[src/rtl/core/bcc_pkg.sv]
package bcc_pkg;

    // Time and register widths
    localparam int TIME_BITS_DEF = 32;
    localparam int NOW_W         = 32;
    localparam int REG_W         = 16;
    localparam int EV_W          = 2;

    // Configuration port
    localparam int CFG_IDX_W = 2;
    localparam logic [CFG_IDX_W-1:0] CFG_DEBOUNCE = 2'd0;
    localparam logic [CFG_IDX_W-1:0] CFG_LONG     = 2'd1;
    localparam logic [CFG_IDX_W-1:0] CFG_WINDOW   = 2'd2;

    // Register values after reset, in milliseconds
    localparam logic [REG_W-1:0] DEBOUNCE_RST = 16'd50;
    localparam logic [REG_W-1:0] LONG_RST     = 16'd1000;
    localparam logic [REG_W-1:0] WINDOW_RST   = 16'd400;

    // Event codes
    localparam logic [EV_W-1:0] EV_NONE   = 2'd0;
    localparam logic [EV_W-1:0] EV_SINGLE = 2'd1;
    localparam logic [EV_W-1:0] EV_DOUBLE = 2'd2;
    localparam logic [EV_W-1:0] EV_LONG   = 2'd3;

    // Stream payload widths
    localparam int IN_TDATA_W  = 40;
    localparam int OUT_TDATA_W = 8;

    // Timing registers as seen by the classifier
    typedef struct packed {
        logic [REG_W-1:0] debounce_time;
        logic [REG_W-1:0] long_press_time;
        logic [REG_W-1:0] double_click_window;
    } t_cfg;

endpackage

[src/rtl/core/button_click_classifier.sv]
// Button click classifier.
// Slave stream: one request per poll of an active-low button, carrying the raw
// pin level and a wrapping millisecond timestamp. Master stream: one result per
// request, carrying the raised event (none, single, double, long press) and the
// debounced pressed state. Results leave in request order.
// Configuration channel: debounce time, long-press time and double-click
// window (index 0, 1, 2), 16-bit milliseconds each; write only while idle.
// A request accepted into the input register is classified as it moves into the
// result register, which happens once that register is free or being emptied.
// Throughput: one request per cycle while the master side keeps tready high, set
// by the classify step that reads and updates the state as the request moves.
// Reset: state returns to released with no click pending, registers return to
// 50 / 1000 / 400 ms, both stream registers empty.
// Stall: when the master side holds tready low the result register holds; the
// input register still takes one more request, then s_axis_tready drops.
module button_click_classifier #(
    parameter int TIME_BITS = bcc_pkg::TIME_BITS_DEF
) (
    input  logic                                i_clk,
    input  logic                                i_rst_n,
    // Slave stream
    input  logic                                s_axis_tvalid,
    output logic                                s_axis_tready,
    // [0] raw_level, [32:1] now_ms, [39:33] zero
    input  logic [bcc_pkg::IN_TDATA_W-1:0]      s_axis_tdata,
    // Master stream
    output logic                                m_axis_tvalid,
    input  logic                                m_axis_tready,
    // [1:0] event_res, [2] pressed, [7:3] zero
    output logic [bcc_pkg::OUT_TDATA_W-1:0]     m_axis_tdata,
    // Configuration write channel
    input  logic                                i_cfg_valid,
    output logic                                o_cfg_ready,
    input  logic [bcc_pkg::CFG_IDX_W-1:0]       i_cfg_index,
    input  logic [bcc_pkg::REG_W-1:0]           i_cfg_data
);
    import bcc_pkg::*;

    logic             r_in_valid;
    logic             r_raw;
    logic [NOW_W-1:0] r_now;
    logic             r_out_valid;
    logic [EV_W-1:0]  r_event;
    logic             r_pressed;

    logic             w_move;
    logic [EV_W-1:0]  w_event;
    logic             w_pressed;
    t_cfg             w_cfg;

    // Timing registers
    assign o_cfg_ready = 1'b1;

    bcc_cfg u_cfg (
        .i_clk   (i_clk),
        .i_rst_n (i_rst_n),
        .i_we    (i_cfg_valid),
        .i_index (i_cfg_index),
        .i_data  (i_cfg_data),
        .o_cfg   (w_cfg)
    );

    // Move the held request into the result register when it is free
    assign w_move        = r_in_valid && (!r_out_valid || m_axis_tready);
    assign s_axis_tready = !r_in_valid || w_move;

    // Input register
    always_ff @(posedge i_clk) begin
        if (!i_rst_n) begin
            r_in_valid <= 1'b0;
        end else if (s_axis_tready) begin
            r_in_valid <= s_axis_tvalid;
        end
    end

    always_ff @(posedge i_clk) begin
        if (s_axis_tvalid && s_axis_tready) begin
            r_raw <= s_axis_tdata[0];
            r_now <= s_axis_tdata[NOW_W:1];
        end
    end

    // Classifier and button state
    bcc_core #(
        .TIME_BITS (TIME_BITS)
    ) u_core (
        .i_clk     (i_clk),
        .i_rst_n   (i_rst_n),
        .i_en      (w_move),
        .i_raw     (r_raw),
        .i_now     (r_now),
        .i_cfg     (w_cfg),
        .o_event   (w_event),
        .o_pressed (w_pressed)
    );

    // Result register
    always_ff @(posedge i_clk) begin
        if (!i_rst_n) begin
            r_out_valid <= 1'b0;
        end else if (w_move) begin
            r_out_valid <= 1'b1;
        end else if (m_axis_tready) begin
            r_out_valid <= 1'b0;
        end
    end

    always_ff @(posedge i_clk) begin
        if (w_move) begin
            r_event   <= w_event;
            r_pressed <= w_pressed;
        end
    end

    assign m_axis_tvalid = r_out_valid;
    assign m_axis_tdata  = {{(OUT_TDATA_W - EV_W - 1){1'b0}}, r_pressed, r_event};

    // A classified request always lands in the result register
    a_move_lands: assert property (@(posedge i_clk) disable iff (!i_rst_n)
        w_move |=> r_out_valid)
        else $error("classified request lost");

    // A held request waits while the result register is blocked
    a_hold_in: assert property (@(posedge i_clk) disable iff (!i_rst_n)
        (r_in_valid && !w_move) |=> (r_in_valid && $stable(r_now) && $stable(r_raw)))
        else $error("held request dropped");

endmodule

[src/rtl/core/bcc_cfg.sv]
module bcc_cfg (
    input  logic                          i_clk,
    input  logic                          i_rst_n,
    input  logic                          i_we,
    input  logic [bcc_pkg::CFG_IDX_W-1:0] i_index,
    input  logic [bcc_pkg::REG_W-1:0]     i_data,
    output bcc_pkg::t_cfg                 o_cfg
);
    import bcc_pkg::*;

    t_cfg r_cfg;
    t_cfg n_cfg;

    // Decode the register index; unknown indexes are dropped
    always_comb begin
        n_cfg = r_cfg;
        if (i_we) begin
            case (i_index)
                CFG_DEBOUNCE: n_cfg.debounce_time       = i_data;
                CFG_LONG:     n_cfg.long_press_time     = i_data;
                CFG_WINDOW:   n_cfg.double_click_window = i_data;
                default:      n_cfg = r_cfg;
            endcase
        end
    end

    // Hold the timing registers
    always_ff @(posedge i_clk) begin
        if (!i_rst_n) begin
            r_cfg.debounce_time       <= DEBOUNCE_RST;
            r_cfg.long_press_time     <= LONG_RST;
            r_cfg.double_click_window <= WINDOW_RST;
        end else begin
            r_cfg <= n_cfg;
        end
    end

    assign o_cfg = r_cfg;

endmodule

[src/rtl/core/bcc_core.sv]
module bcc_core #(
    parameter int TIME_BITS = bcc_pkg::TIME_BITS_DEF
) (
    input  logic                      i_clk,
    input  logic                      i_rst_n,
    input  logic                      i_en,
    input  logic                      i_raw,
    input  logic [bcc_pkg::NOW_W-1:0] i_now,
    input  bcc_pkg::t_cfg             i_cfg,
    output logic [bcc_pkg::EV_W-1:0]  o_event,
    output logic                      o_pressed
);
    import bcc_pkg::*;

    logic                 r_prev_raw,      n_prev_raw;
    logic [TIME_BITS-1:0] r_change_time,   n_change_time;
    logic                 r_db_level,      n_db_level;
    logic [TIME_BITS-1:0] r_press_start,   n_press_start;
    logic [TIME_BITS-1:0] r_first_click,   n_first_click;
    logic                 r_long_reported, n_long_reported;
    logic                 r_click_pending, n_click_pending;

    logic [TIME_BITS-1:0] w_now;
    logic [TIME_BITS-1:0] w_el_db;
    logic [TIME_BITS-1:0] w_el_press;
    logic [TIME_BITS-1:0] w_el_click;
    logic [EV_W-1:0]      w_event;

    // Reduce the timestamp to the working time width
    assign w_now      = TIME_BITS'(i_now);
    // A level change restarts the debounce timer at this poll
    assign w_el_db    = (i_raw != r_prev_raw) ? '0 : (w_now - r_change_time);
    assign w_el_press = w_now - r_press_start;
    assign w_el_click = w_now - r_first_click;

    // Debounce the pin and classify clicks for the current poll
    always_comb begin
        n_prev_raw      = r_prev_raw;
        n_change_time   = r_change_time;
        n_db_level      = r_db_level;
        n_press_start   = r_press_start;
        n_first_click   = r_first_click;
        n_long_reported = r_long_reported;
        n_click_pending = r_click_pending;
        w_event         = EV_NONE;

        if (i_raw != r_prev_raw) begin
            n_change_time = w_now;
            n_prev_raw    = i_raw;
        end

        if (w_el_db >= TIME_BITS'(i_cfg.debounce_time)) begin
            if (i_raw != r_db_level) begin
                n_db_level = i_raw;
                if (!i_raw) begin
                    n_press_start   = w_now;
                    n_long_reported = 1'b0;
                end else if (!r_long_reported) begin
                    // First release opens the window, second one closes it
                    if (!r_click_pending) begin
                        n_click_pending = 1'b1;
                        n_first_click   = w_now;
                    end else begin
                        n_click_pending = 1'b0;
                        w_event         = EV_DOUBLE;
                    end
                end
            end else begin
                if (!r_db_level && !r_long_reported &&
                    w_el_press >= TIME_BITS'(i_cfg.long_press_time)) begin
                    n_long_reported = 1'b1;
                    n_click_pending = 1'b0;
                    w_event         = EV_LONG;
                end
                // Long press already dropped any pending click
                if (n_click_pending &&
                    w_el_click >= TIME_BITS'(i_cfg.double_click_window)) begin
                    n_click_pending = 1'b0;
                    w_event         = EV_SINGLE;
                end
            end
        end
    end

    // Advance the button state once per poll
    always_ff @(posedge i_clk) begin
        if (!i_rst_n) begin
            r_prev_raw      <= 1'b1;
            r_change_time   <= '0;
            r_db_level      <= 1'b1;
            r_press_start   <= '0;
            r_first_click   <= '0;
            r_long_reported <= 1'b0;
            r_click_pending <= 1'b0;
        end else if (i_en) begin
            r_prev_raw      <= n_prev_raw;
            r_change_time   <= n_change_time;
            r_db_level      <= n_db_level;
            r_press_start   <= n_press_start;
            r_first_click   <= n_first_click;
            r_long_reported <= n_long_reported;
            r_click_pending <= n_click_pending;
        end
    end

    assign o_event   = w_event;
    assign o_pressed = ~n_db_level;

    // A pending click never survives a reported long press
    a_pending_excl_long: assert property (@(posedge i_clk) disable iff (!i_rst_n)
        r_click_pending |-> !r_long_reported)
        else $error("click pending while long press reported");

    a_double_clears: assert property (@(posedge i_clk) disable iff (!i_rst_n)
        (i_en && w_event == EV_DOUBLE) |=> !r_click_pending)
        else $error("double press left a click pending");

    a_long_held: assert property (@(posedge i_clk) disable iff (!i_rst_n)
        (i_en && w_event == EV_LONG) |=> (!r_db_level && r_long_reported))
        else $error("long press raised while not held");

endmodule
[config.mk]
export PLATFORM = sky130hd
export DESIGN_NAME = button_click_classifier
export DESIGN_NICKNAME = d
export VERILOG_FILES = /design/src/rtl/core/bcc_pkg.sv /design/src/rtl/core/button_click_classifier.sv /design/src/rtl/core/bcc_cfg.sv /design/src/rtl/core/bcc_core.sv
export SDC_FILE = /design/constraint.sdc
export NUM_CORES = 1
export LEC_CHECK = 0
export BUFFER_PORTS_ARGS = -buffer_cell sky130_fd_sc_hd__clkbuf_2
export CORE_MARGIN = 3
export CORE_UTILIZATION = 57
export CTS_BUF_LIST = sky130_fd_sc_hd__clkbuf_8 sky130_fd_sc_hd__clkbuf_16
export DETAILED_ROUTE_END_ITERATION = 16
export HOLD_SLACK_MARGIN = 0.06
export PLACE_DENSITY = 0.75
export SLEW_MARGIN = 10
export SYNTH_ARGS = -nofsm -noshare
export SYNTH_HDL_FRONTEND = slang
export SYNTH_SLANG_ARGS = --single-unit
[constraint.sdc]
create_clock -name i_clk -period 7.4 [get_ports i_clk]
set_input_delay 0.37 -clock i_clk [delete_from_list [all_inputs] [get_ports i_clk]]
set_output_delay 0.37 -clock i_clk [all_outputs]
set_load 0.03 [all_outputs]
==> summary.md, run 1 <==
| Metric | Value |
|---|---|
| Routed Antenna Nets | `0` |
| Top Family by Delay on Critical Path | `compound AO/OA/AOI/OAI gates` |
| Setup TNS Final | `0 ps` |
| Synth Warn # | `0` |
| Arrival time worst endpoint | `5800 ps` |
| Post-synth EDFFs | `36` |
| Post-synthesis sequential area ratio | `29.3%` |
| Distinct cells, synth | `80` |
| Setup bufs post-CTS | `0` |
| Final Net Count | `1985` |
| Slew @ Worst Pin | `1200 ps` |
| CP bufs+invs | `2` |
| Worst path required time | `7550 ps` |
| Slew Limit Fails | `0` |
| Mean Syn Cell Area | `7.86 µm²` |
| Hold Crit Start | `s_axis_tdata[1]` |
| CTS tree | `done` |
| Fillers | `2138` |
| Post_cts resized | `0` |
| CP Capture Type | `flip-flop` |
| Register-to-register setup slack | `1750 ps` |
| Htree depth | `4` |
| CP peak stage delay | `560 ps` |
| Max Cap Viol | `0` |
| Clk_skew | `15.5 ps` |
| Combinational group share of total power | `27.0%` |
| Pwr dens | `189 nW/µm²` |
| Leakage | `5.68 nW` |
| Largest cells by area after synthesis | `dfxtp_1 (22%), ha_1 (13%), edfxtp_1 (7.7%), nand2_1 (6.5%), a21oi_1 (6.3%)` |
| Clock buffer depth | `2` |
| Ratio of final minimum period to clock period | `76.3%` |
| Grt total ovfl | `0` |
| Clock Latency Late Sink | `430 ps` |
| Fin crit period | `5650 ps` |
| Reg power frac | `39.8%` |
| Row count | `56` |
| Placer Congestion | `0.930` |
| Outcome | `finished clean` |
| DRT Pass-1 Iters | `6` |
| DRT Wirelength | `36.4 mm` |
| Dominant cell type by area after synthesis | `dfxtp_1` |
| Port buffer count | `60` |
| F_max | `177 MHz` |
| Number of global-route vias before repair | `11643` |
| Core area | `23800 µm²` |
| Die height | `162 µm` |
| Placed Area | `14300 µm²` |
| RSZ-0062 raised after global routing | `no` |
| Top-area cell type share of the netlist area | `21.5%` |
| Worst R2R Start | `r_now[0]` |
| R2R depth | `21` |
| Io pins | `74` |
| Drt drc | `0` |
| Critical path type | `flip-flop to flip-flop` |
| Mapped Cells | `1775` |
| Share of layout cells above drive strength 1 | `7.21%` |
| Setup violators final | `0` |
| Wire length per cell | `17.3 µm` |
| Endpoints failing hold | `0` |
| Clk pin slew, worst setup/hold paths | `80 ps` |
| Hold Crit Class | `primary input to flip-flop` |
| Final instance area | `14900 µm²` |
| Pin count of the biggest net entering global routing | `87` |
| First-pass GRT wire length | `58.7 mm` |
| ANT cells | `0` |
| Ys async rst share | `0%` |
| CTS sink cnt | `186` |
| Max VDD drop | `156 µV` |
| Root Driver | `clkbuf_16` |
| Clk pwr share | `33.2%` |
| Top FF cell, synth | `dfxtp_1` |
| Net switching power | `962 µW` |
| Synth Cell Area | `14000 µm²` |
| Area grow syn2layout | `6.74%` |
| Total global-route track usage | `27.5%` |
| Net Sw Frac | `34.1%` |
| CTS Hold Buffers Added | `0` |
| Post-layout util | `62.7%` |
| Kind of start point of the critical path | `flip-flop` |
| Vias | `12436` |
| Post-DR vias/cell | `5.90` |
| DP Wirelength | `28.3 mm` |
| Crit path from | `r_now[0]` |
| Die X | `162 µm` |
| P_int | `1.86 mW` |
| Die ar. | `26400 µm²` |
| Synthesized flop and latch total | `186` |
| Initial DRC count | `888` |
| Starting Density | `58.7%` |
| Initial antenna violation count | `0` |
| Clock buffer count from CTS | `17` |
| R2r endpoint | `r_event[0]` |
| Max-slew headroom | `19.7%` |
| Hold Crit Depth | `1` |
| Worst hold endpoint | `r_now[0]` |
| CP cell instances | `inv_1 -> ha_1 -> inv_1 -> fa_1 -> a211o_1 -> a211o_1 -> o311a_1 -> a21boi_0 -> xnor2_1 -> ha_1 -> a21oi_1 -> nor2b_1 -> o21ai_0 -> o221ai_1 -> or4_1 -> nor4_1 -> and4_1 -> nand4_1 -> a2111o_1 -> a21oi_1 -> nor3b_1` |
| Worst-path fanout max | `4` |
| Critical-path top delay cell | `or4_1` |
==> state kept, by name, summed over array words and instances, names as in the netlist, 2 cells and up <==
signal / cells
r_event: 2
r_now: 32
u_cfg.o_cfg: 48
u_core.r_change_time: 32
u_core.r_first_click: 32
u_core.r_press_start: 32
==> power groups by stage <==
| stage | clock network (mW) | logic (mW) | registers [mW] |
|---|---|---|---|
| after global placement | 0 | 0.737 | 1.14 |
| after CTS | 0.950 | 0.754 | 1.12 |
| after floorplan | 0 | 0.582 | 1.12 |
| after detailed placement | 0 | 0.750 | 1.14 |
| after global routing | 0.993 | 0.847 | 1.13 |
| final | 0.937 | 0.761 | 1.12 |
==> Yosys cell counts, drive strengths merged (5+ instances only) <==
master   instances
a211o            6
o221ai           6
ha             143
or4              7
o21ai           73
nand4           36
and2             8
o211ai          29
a2111oi          8
edfxtp          36
inv            175
nor2b            6
nand3b           5
o21a            18
dfxtp          150
a31oi           13
xor2            22
a21o            37
buf             30
and3             8
nor2           161
nand2b          14
and4             7
nor3            33
nand2          241
a211oi          21
mux2i           70
nor4            11
nor3b            6
or3              7
a21oi          180
a21boi           5
o21bai          11
xnor2           41
nand3           22
clkbuf          58
==> cell usage in the layout, fill, tap and decap left out, types with 18 or more instances in the layout <==
master       n
o211ai_1    27
clkbuf_16   18
nand4_1     36
a21oi_1    177
edfxtp_1    36
clkbuf_2    60
o21a_1      18
ha_1       143
a211oi_1    18
inv_1      174
nand2_1    240
dfxtp_1    150
mux2i_1     70
xor2_1      22
a21o_1      37
nor2_1     161
xnor2_1     41
o21ai_0     66
nor3_1      32
nand3_1     22
==> kinds of logic after synthesis <==
family | after synthesis | share of synthesized area (%)
DFF | 186 | 29.3
adders and majority gates | 146 | 13.3
and+or+nand+nor | 584 | 19.2
AOI/OAI and AO/OA | 459 | 21.2
buffers and inverters | 263 | 7.81
muxes | 72 | 5.18
xor gates and xnor gates | 63 | 3.96
other | 2 | 0.0538
==> layer usage <==
layer	vias to the layer above	part of all wire, %	GRT usage, %	wire, µm
li1	6241	-	-	-
met1	5782	47	38.8	17000
met2	360	45	44.2	16300
met3	53	6.3	3.36	2310
met4	0	2.2	8.10	797
met5	-	0	0	0
==> worst max-delay path by stage <==
stage / slack [ps] / cells past startpoint / end
5_1_grt: 1390 / 18 / r_event[0]
6_report: 1750 / 21 / r_event[0]
2_1_floorplan: 2600 / 21 / r_event[0]
4_1_cts: 1790 / 18 / r_event[0]
3_3_place_gp: 1830 / 19 / r_event[0]
3_5_place_dp: 1810 / 18 / r_event[0]
==> per-stage QoR <==
stage | cells | power [mW] | hold slack [ps] | setup slack (ps)
2_1_floorplan | 1779 | 1.71 | 436 | 2600
3_3_place_gp | 2076 | 1.88 | 442 | 1830
3_5_place_dp | 2076 | 1.89 | 447 | 1810
4_1_cts | 2108 | 2.82 | 90.4 | 1790
5_1_grt | 2108 | 2.97 | 86.0 | 1390
6_report | 2108 | 2.82 | 106 | 1750
==> cell type report <==
type | count | area (µm²) | share of cell area [%]
clock buffers | 19 | 464 | 3.12
clock inverters | 13 | 143 | 0.958
inverters | 175 | 659 | 4.43
multi-input cells | 1330 | 8800 | 59.1
flip-flops and latches | 186 | 4080 | 27.4
well taps | 319 | 399 | 2.68
repair buffers | 66 | 345 | 2.32
(Power assumes the default switching activity.)
==> inputs of run 2 (changes only) <==
--- a/config.mk
+++ b/config.mk
@@ -11,7 +11,7 @@
 export CTS_BUF_LIST = sky130_fd_sc_hd__clkbuf_8 sky130_fd_sc_hd__clkbuf_16
 export DETAILED_ROUTE_END_ITERATION = 16
 export HOLD_SLACK_MARGIN = 0.06
-export PLACE_DENSITY = 0.75
+export PLACE_DENSITY = 0.78
 export SLEW_MARGIN = 10
 export SYNTH_ARGS = -nofsm -noshare
 export SYNTH_HDL_FRONTEND = slang
==> constraint.sdc (replaced) <==
create_clock -name i_clk -period 4.95 [get_ports i_clk]
set_input_delay 0.2475 -clock i_clk [delete_from_list [all_inputs] [get_ports i_clk]]
set_output_delay 0.2475 -clock i_clk [all_outputs]
set_load 0.03 [all_outputs]
==> run 2 against run 1 <==
  * Sequential share of layout area is 1.9 points lower
  * Die area stayed put
  * Sequential power is 47% higher
  * Non-clock buffer count is 122 higher
  * Hold slack worse by 43 ps
  * Core utilization is 4.7 points higher
  * Via count is 7.5% higher
  * Clock skew is 1.3 ps lower
  * Maximum frequency is 16% higher
  * Wire length is 9.2% higher
  * Largest power group unchanged
==> summary.md, run 2 (same netlist as run 1, synthesis figures left out) <==
| Metric | Value |
|---|---|
| Outcome | `finished clean` |
| Leakage | `6.25 nW (+10%)` |
| R2R depth | `20 (-4.8%)` |
| Die ar. | `26400 µm² (unchanged)` |
| Hold Crit Class | `primary input to flip-flop` |
| CP bufs+invs | `2 (unchanged)` |
| Fin crit period | `4870 ps (-778 ps)` |
| Worst slack, placed | `-163 ps (-1970 ps)` |
| Inst Count DP | `2148 (+3.5%)` |
| Worst-path fanout max | `4 (unchanged)` |
| Hold WS | `63.6 ps (-42.7 ps)` |
| Register-to-register setup slack | `80 ps (-1670 ps)` |
| Slew Limit Fails | `0 (unchanged)` |
| Worst R2R Start | `r_now[1]` |
| P_int | `2.87 mW (+54%)` |
| Placed Area | `14900 µm² (+4.0%)` |
| Worst hold endpoint | `u_cfg.o_cfg[0]` |
| Htree depth | `4 (unchanged)` |
| Die height | `162 µm (unchanged)` |
| Reg power frac | `37.9% (-1.9 points)` |
| Critical path type | `flip-flop to flip-flop` |
| Multi-input logic area | `8900 µm² (+1.2%)` |
| Final instance area | `16000 µm² (+7.6%)` |
| Clk pin slew, worst setup/hold paths | `80 ps (about the same)` |
| Max Cap Viol | `0 (unchanged)` |
| Routed Antenna Nets | `0 (unchanged)` |
| Clock Latency Late Sink | `440 ps (about the same)` |
| Max VDD drop | `205 µV (+31%)` |
| Row count | `56 (unchanged)` |
| Total global-route track usage | `29.2% (+1.8 points)` |
| Endpoints failing hold | `0 (unchanged)` |
| Starting Density | `58.7% (unchanged)` |
| Net Sw Frac | `34.1% (about the same)` |
| Wire length per cell | `17.8 µm (+3.3%)` |
| Most frequent cells in the layout | `nand2_1 (240), inv_1 (175), a21oi_1 (174)` |
| Crit path depth | `20 (-4.8%)` |
| Max FFs per register | `48 (unchanged)` |
| RSZ-0062 raised after global routing | `yes` |
| Fillers | `1970 (-7.9%)` |
| Vias | `13374 (+7.5%)` |
| CP peak stage delay | `450 ps (-110 ps)` |
| Number of global-route vias before repair | `12523 (+7.6%)` |
| Grt total ovfl | `0 (unchanged)` |
| Layout Cells excl Fill | `2230 (+5.8%)` |
| CP cell instances | `buf_6 -> buf_4 -> fa_2 -> a211o_1 -> a211o_1 -> o311a_1 -> a21boi_1 -> xnor2_1 -> ha_2 -> a21oi_2 -> nor2b_1 -> o21ai_1 -> o221ai_1 -> or4_1 -> nor4_1 -> and4_1 -> nand4_1 -> a2111o_1 -> a21oi_2 -> nor3b_1` |
| Initial antenna violation count | `0 (unchanged)` |
| Die X | `162 µm (unchanged)` |
| Initial DRC count | `1128 (+27%)` |
| Drt drc | `0 (unchanged)` |
| Worst path required time | `5140 ps (-2410 ps)` |
| Hold Crit Depth | `3 (+2)` |
| Port buffer count | `60 (unchanged)` |
| Setup violators final | `0 (unchanged)` |
| Hold Crit Start | `i_cfg_data[0]` |
| DRT Pass-1 Iters | `6 (unchanged)` |
| Clock buffer depth | `2 (unchanged)` |
| Io pins | `74 (unchanged)` |
| Combinational group share of total power | `30.6% (+3.6 points)` |
| Share of layout cells above drive strength 1 | `12.2% (+5.0 points)` |
| Final Net Count | `2107 (+6.1%)` |
| Arrival time worst endpoint | `5060 ps (-740 ps)` |
| Clock buffer count from CTS | `17 (unchanged)` |
| Area grow syn2layout | `14.8%` |
| DP Wirelength | `29.9 mm (+5.4%)` |
| CTS tree | `done` |
| CP Capture Type | `flip-flop` |
| Net switching power | `1.48 mW (+54%)` |
| Storage cell area | `4080 µm² (unchanged)` |
| DRT Wirelength | `39.8 mm (+9.2%)` |
| Top Family by Delay on Critical Path | `compound AO/OA/AOI/OAI gates` |
| Critical-path top delay cell | `edfxtp_1` |
| Clk_skew | `14.2 ps (-1.29 ps)` |
| R2r endpoint | `r_event[0]` |
| Pwr dens | `272 nW/µm² (+44%)` |
| First-pass GRT wire length | `62.5 mm (+6.4%)` |
| Max-slew headroom | `25.7% (+6.0 points)` |
| Ratio of final minimum period to clock period | `98.4% (+22 points)` |
| Setup WS post-layout | `79.8 ps (-1670 ps)` |
| Pin count of the biggest net entering global routing | `65 (-25%)` |
| Placer Congestion | `1.00 (+7.9%)` |
| CTS sink cnt | `186 (unchanged)` |
| Commonest non-fill, non-tap cell in the layout | `nand2_1` |
| Post-DR vias/cell | `6.00 (+1.7%)` |
| Clk pwr share | `31.5% (-1.7 points)` |
| Slew @ Worst Pin | `1110 ps (-92.4 ps)` |
| Post-layout util | `67.4% (+4.7 points)` |
| Core area | `23800 µm² (unchanged)` |
| ANT cells | `0 (unchanged)` |
| Root Driver | `clkbuf_16` |
| F_max | `205 MHz (+16%)` |
| Kind of start point of the critical path | `flip-flop` |
==> run 2: area by class of cell <==
class                      instances  share of cell area (%)
clock buffer                      17                    2.66
timing repair buffer             188                    8.76
inverter                         175                    4.12
sequential                       186                    25.5
clock inverter                    15                   0.929
tap                              319                    2.49
multi-input combinational       1330                    55.5
==> run 2: what timing repair did <==
item                                    CTS  global route
hold buffers                             34             0
pin swaps                                 2            23
resized for setup                         5            26
gates cloned                              0             2
endpoints found under the hold margin    34             0
buffers inserted                          0            14
endpoints found under the setup margin    4            69
==> run 2: how the worst max path moves through the flow <==
stage	start	endpoint	slack (ps)
floorplan	r_now[0]	r_event[0]	150
CTS	r_now[0]	r_event[0]	20
global placement	r_now[0]	r_event[0]	-120
finish	r_now[1]	r_event[0]	80
detailed placement	r_now[0]	r_event[0]	-160
global route	r_now[0]	u_core.r_press_start[29]	-110
==> run 2: tightest hold or removal path, delay by kind of cell <==
kind	cells	cell delay (ps)
compound gates	1	50
buf+inv	1	110
simple gates	1	60
==> run 2: per-layer routing <==
| layer | GRT usage [%] | share of wire [%] | wire [µm] |
|---|---|---|---|
| met5 | 0 | 0 | 0 |
| met1 | 39.6 | 44 | 17400 |
| met4 | 9.19 | 2.4 | 959 |
| met2 | 47.6 | 46 | 18400 |
| met3 | 5.11 | 7.5 | 2990 |
==> run 2: stage by stage <==
step                      TNS (ps)  power (mW)
final                            0        4.35
after global routing         -3290        4.56
after CTS                        0        4.29
after detailed placement      -399        2.92
after global placement        -177        2.89
after floorplan                  0        2.55
==> run 2: power groups by stage <==
stage	sequential (mW)	clock (mW)	combinational (mW)
after floorplan	1.68	0	0.869
after detailed placement	1.68	0	1.23
after global routing	1.66	1.44	1.46
after global placement	1.68	0	1.21
final	1.65	1.37	1.33
after CTS	1.65	1.38	1.27
==> inputs of run 3 (changes only) <==
--- a/config.mk
+++ b/config.mk
@@ -11,7 +11,7 @@
 export CTS_BUF_LIST = sky130_fd_sc_hd__clkbuf_8 sky130_fd_sc_hd__clkbuf_16
 export DETAILED_ROUTE_END_ITERATION = 16
 export HOLD_SLACK_MARGIN = 0.06
-export PLACE_DENSITY = 0.78
+export PLACE_DENSITY = 0.75
 export SLEW_MARGIN = 10
 export SYNTH_ARGS = -nofsm -noshare
 export SYNTH_HDL_FRONTEND = slang
==> constraint.sdc (replaced) <==
create_clock -name i_clk -period 5.05 [get_ports i_clk]
set_input_delay 0.2525 -clock i_clk [delete_from_list [all_inputs] [get_ports i_clk]]
set_output_delay 0.2525 -clock i_clk [all_outputs]
set_load 0.03 [all_outputs]
==> run 3 against run 2 <==
  * Critical path depth down 1
  * Hold slack better by 32 ps
  * Core utilization down 0.31 points
  * Setup slack improved by 94 ps
  * Non-clock buffer count fell by 25
  * Flip-flop and latch count unchanged
  * First-iteration DRC count is 0.98% higher
  * Critical endpoint unchanged
  * Largest cell class unchanged
  * Largest power group unchanged
==> summary.md, run 3 (same netlist as run 1, synthesis figures left out) <==
| Metric | Value |
|---|---|
| Initial antenna violation count | `0 (unchanged)` |
| CP cell instances | `buf_4 -> ha_1 -> nand2b_1 -> a21o_1 -> a31oi_4 -> a221o_1 -> a21oi_1 -> xnor2_1 -> ha_1 -> or4_1 -> a221o_1 -> a41oi_1 -> o32a_1 -> o311a_1 -> nand4_1 -> nor4_2 -> a41oi_2 -> a21oi_2 -> nor3b_1` |
| Worst slack, placed | `-166 ps (-2.91 ps)` |
| Number of global-route vias before repair | `12449 (-0.59%)` |
| R2R depth | `19 (-5.0%)` |
| Tot Pwr | `4.33 mW (-0.49%)` |
| Max Cap Viol | `0 (unchanged)` |
| Clock buffer depth | `2 (unchanged)` |
| Total global-route track usage | `30.0% (+0.84 points)` |
| Setup violators final | `0 (unchanged)` |
| Outcome | `finished clean` |
| Initial DRC count | `1139 (+0.98%)` |
| Die ar. | `26400 µm² (unchanged)` |
| P_int | `2.84 mW (-0.86%)` |
| Max FFs per register | `48 (unchanged)` |
| Hold Crit Class | `primary input to flip-flop` |
| Crit path depth | `19 (-5.0%)` |
| DRT Wirelength | `40.3 mm (+1.3%)` |
| Share of layout cells above drive strength 1 | `11.5% (-0.74 points)` |
| CP Capture Type | `flip-flop` |
| Critical-path top delay cell | `edfxtp_1` |
| Clk_skew | `16.9 ps (+2.72 ps)` |
| Worst path required time | `5240 ps (+100 ps)` |
| Row count | `56 (unchanged)` |
| Net switching power | `1.49 mW (+0.21%)` |
| CTS tree | `done` |
| Commonest non-fill, non-tap cell in the layout | `nand2_1` |
| ANT cells | `0 (unchanged)` |
| Fillers | `1986 (+0.81%)` |
| First-pass GRT wire length | `63.4 mm (+1.5%)` |
| Die X | `162 µm (unchanged)` |
| Endpoints failing hold | `0 (unchanged)` |
| Drt drc | `0 (unchanged)` |
| Clock Latency Late Sink | `440 ps (about the same)` |
| Pin count of the biggest net entering global routing | `88 (+35%)` |
| Routed Antenna Nets | `0 (unchanged)` |
| Clk pin slew, worst setup/hold paths | `80 ps (about the same)` |
| Clk pwr share | `32.8% (+1.3 points)` |
| Grt total ovfl | `0 (unchanged)` |
| Post-DR vias/cell | `5.95 (-0.86%)` |
| Area grow syn2layout | `14.3%` |
| DP Wirelength | `30.5 mm (+2.0%)` |
| Hold Crit Depth | `3 (unchanged)` |
| Root Driver | `clkbuf_16` |
| F_max | `205 MHz (-0.13%)` |
| Ratio of final minimum period to clock period | `96.6% (-1.8 points)` |
| Slew @ Worst Pin | `1140 ps (+31.2 ps)` |
| Net Sw Frac | `34.4% (+0.24 points)` |
| DRT Pass-1 Iters | `5 (-1)` |
| Io pins | `74 (unchanged)` |
| Combinational group share of total power | `29.8% (-0.8 points)` |
| Critical path type | `flip-flop to flip-flop` |
| Worst-path fanout max | `5 (+1)` |
| Max-slew headroom | `23.7% (-2.1 points)` |
| CP peak stage delay | `400 ps (-50 ps)` |
| Slew Limit Fails | `0 (unchanged)` |
| Pwr dens | `272 nW/µm² (about the same)` |
| Die height | `162 µm (unchanged)` |
| Port buffer count | `60 (unchanged)` |
| Reg power frac | `37.3% (-0.6 points)` |
| Setup WS post-layout | `173 ps (+93.7 ps)` |
| Kind of start point of the critical path | `flip-flop` |
| Leakage | `6.15 nW (-1.7%)` |
| Arrival time worst endpoint | `5060 ps (about the same)` |
| CP bufs+invs | `1 (-1)` |
| Clock buffer count from CTS | `17 (unchanged)` |
| Htree depth | `4 (unchanged)` |
| Final Net Count | `2082 (-1.2%)` |
| Starting Density | `58.7% (unchanged)` |
| Fin crit period | `4880 ps (+6.35 ps)` |
| Vias | `13110 (-2.0%)` |
| CTS sink cnt | `186 (unchanged)` |
| Most frequent cells in the layout | `nand2_1 (240), inv_1 (173), a21oi_1 (173)` |
| Core area | `23800 µm² (unchanged)` |
| RSZ-0062 raised after global routing | `yes` |
| Wire length per cell | `18.3 µm (+2.4%)` |
| Placer Congestion | `0.938 (-6.5%)` |
| Max VDD drop | `185 µV (-9.9%)` |
| Top Family by Delay on Critical Path | `compound AO/OA/AOI/OAI gates` |
run 3: per-stage QoR:
step	cell area, µm²	setup TNS, ps	hold slack, ps	utilization, %	instances
2_1_floorplan	14000	0	351	-	1779
3_3_place_gp	14700	0	429	61.9	2127
3_5_place_dp	14700	-420	431	61.9	2127
4_1_cts	15700	0	69.5	66.1	2195
5_1_grt	15900	-115	87.5	67.1	2205
6_report	15900	0	95.4	67.1	2205
run 3: power groups by stage:
| stage | combinational [mW] | sequential (mW) | clock [mW] |
|---|---|---|---|
| floorplan | 0.852 | 1.65 | 0 |
| global placement | 1.17 | 1.65 | 0 |
| detailed placement | 1.19 | 1.65 | 0 |
| CTS | 1.23 | 1.62 | 1.43 |
| global route | 1.42 | 1.62 | 1.50 |
| finish | 1.29 | 1.62 | 1.42 |
run 3: worst paths after layout:
check                           startpoint                       end  slack [ps]
setup / recovery                  r_now[1]                r_event[0]         170
hold / removal               i_cfg_data[1]           u_cfg.o_cfg[17]         100
setup reg to reg                  r_now[1]                r_event[0]         170
hold reg to reg   u_core.r_change_time[20]  u_core.r_change_time[20]         460
run 3: metal layers:
layer  track usage, %  part of all wire, %
met1             41.0                   46
met2             49.2                   45
met3             4.76                  6.1
met4             9.03                  3.0
met5                0                    0
run 3: final cells by class:
cell class              count  area (µm²)  area share [%]
multi-input cells        1330        8970            56.3
flip-flops and latches    186        4080            25.6
repair buffers            163        1210            7.58
inverters                 175         659            4.14
clock buffers              18         450            2.82
well taps                 319         399            2.50
clock inverters            14         174            1.09
run 3: repair_timing:
action | 4_1_cts | 5_1_grt
pin swaps | 2 | 19
hold buffers | 34 | 0
gates resized for setup | 5 | 31
buffers inserted | 2 | 10
setup endpoints to repair | 4 | 69
hold endpoints to repair | 34 | 0
run 3: worst min-delay path, delay by kind of cell:
kind / cells / cell delay [ps]
buffers and inverters: 1 / 120
AND/OR/NAND/NOR: 1 / 70
AO/OA/AOI/OAI: 1 / 50
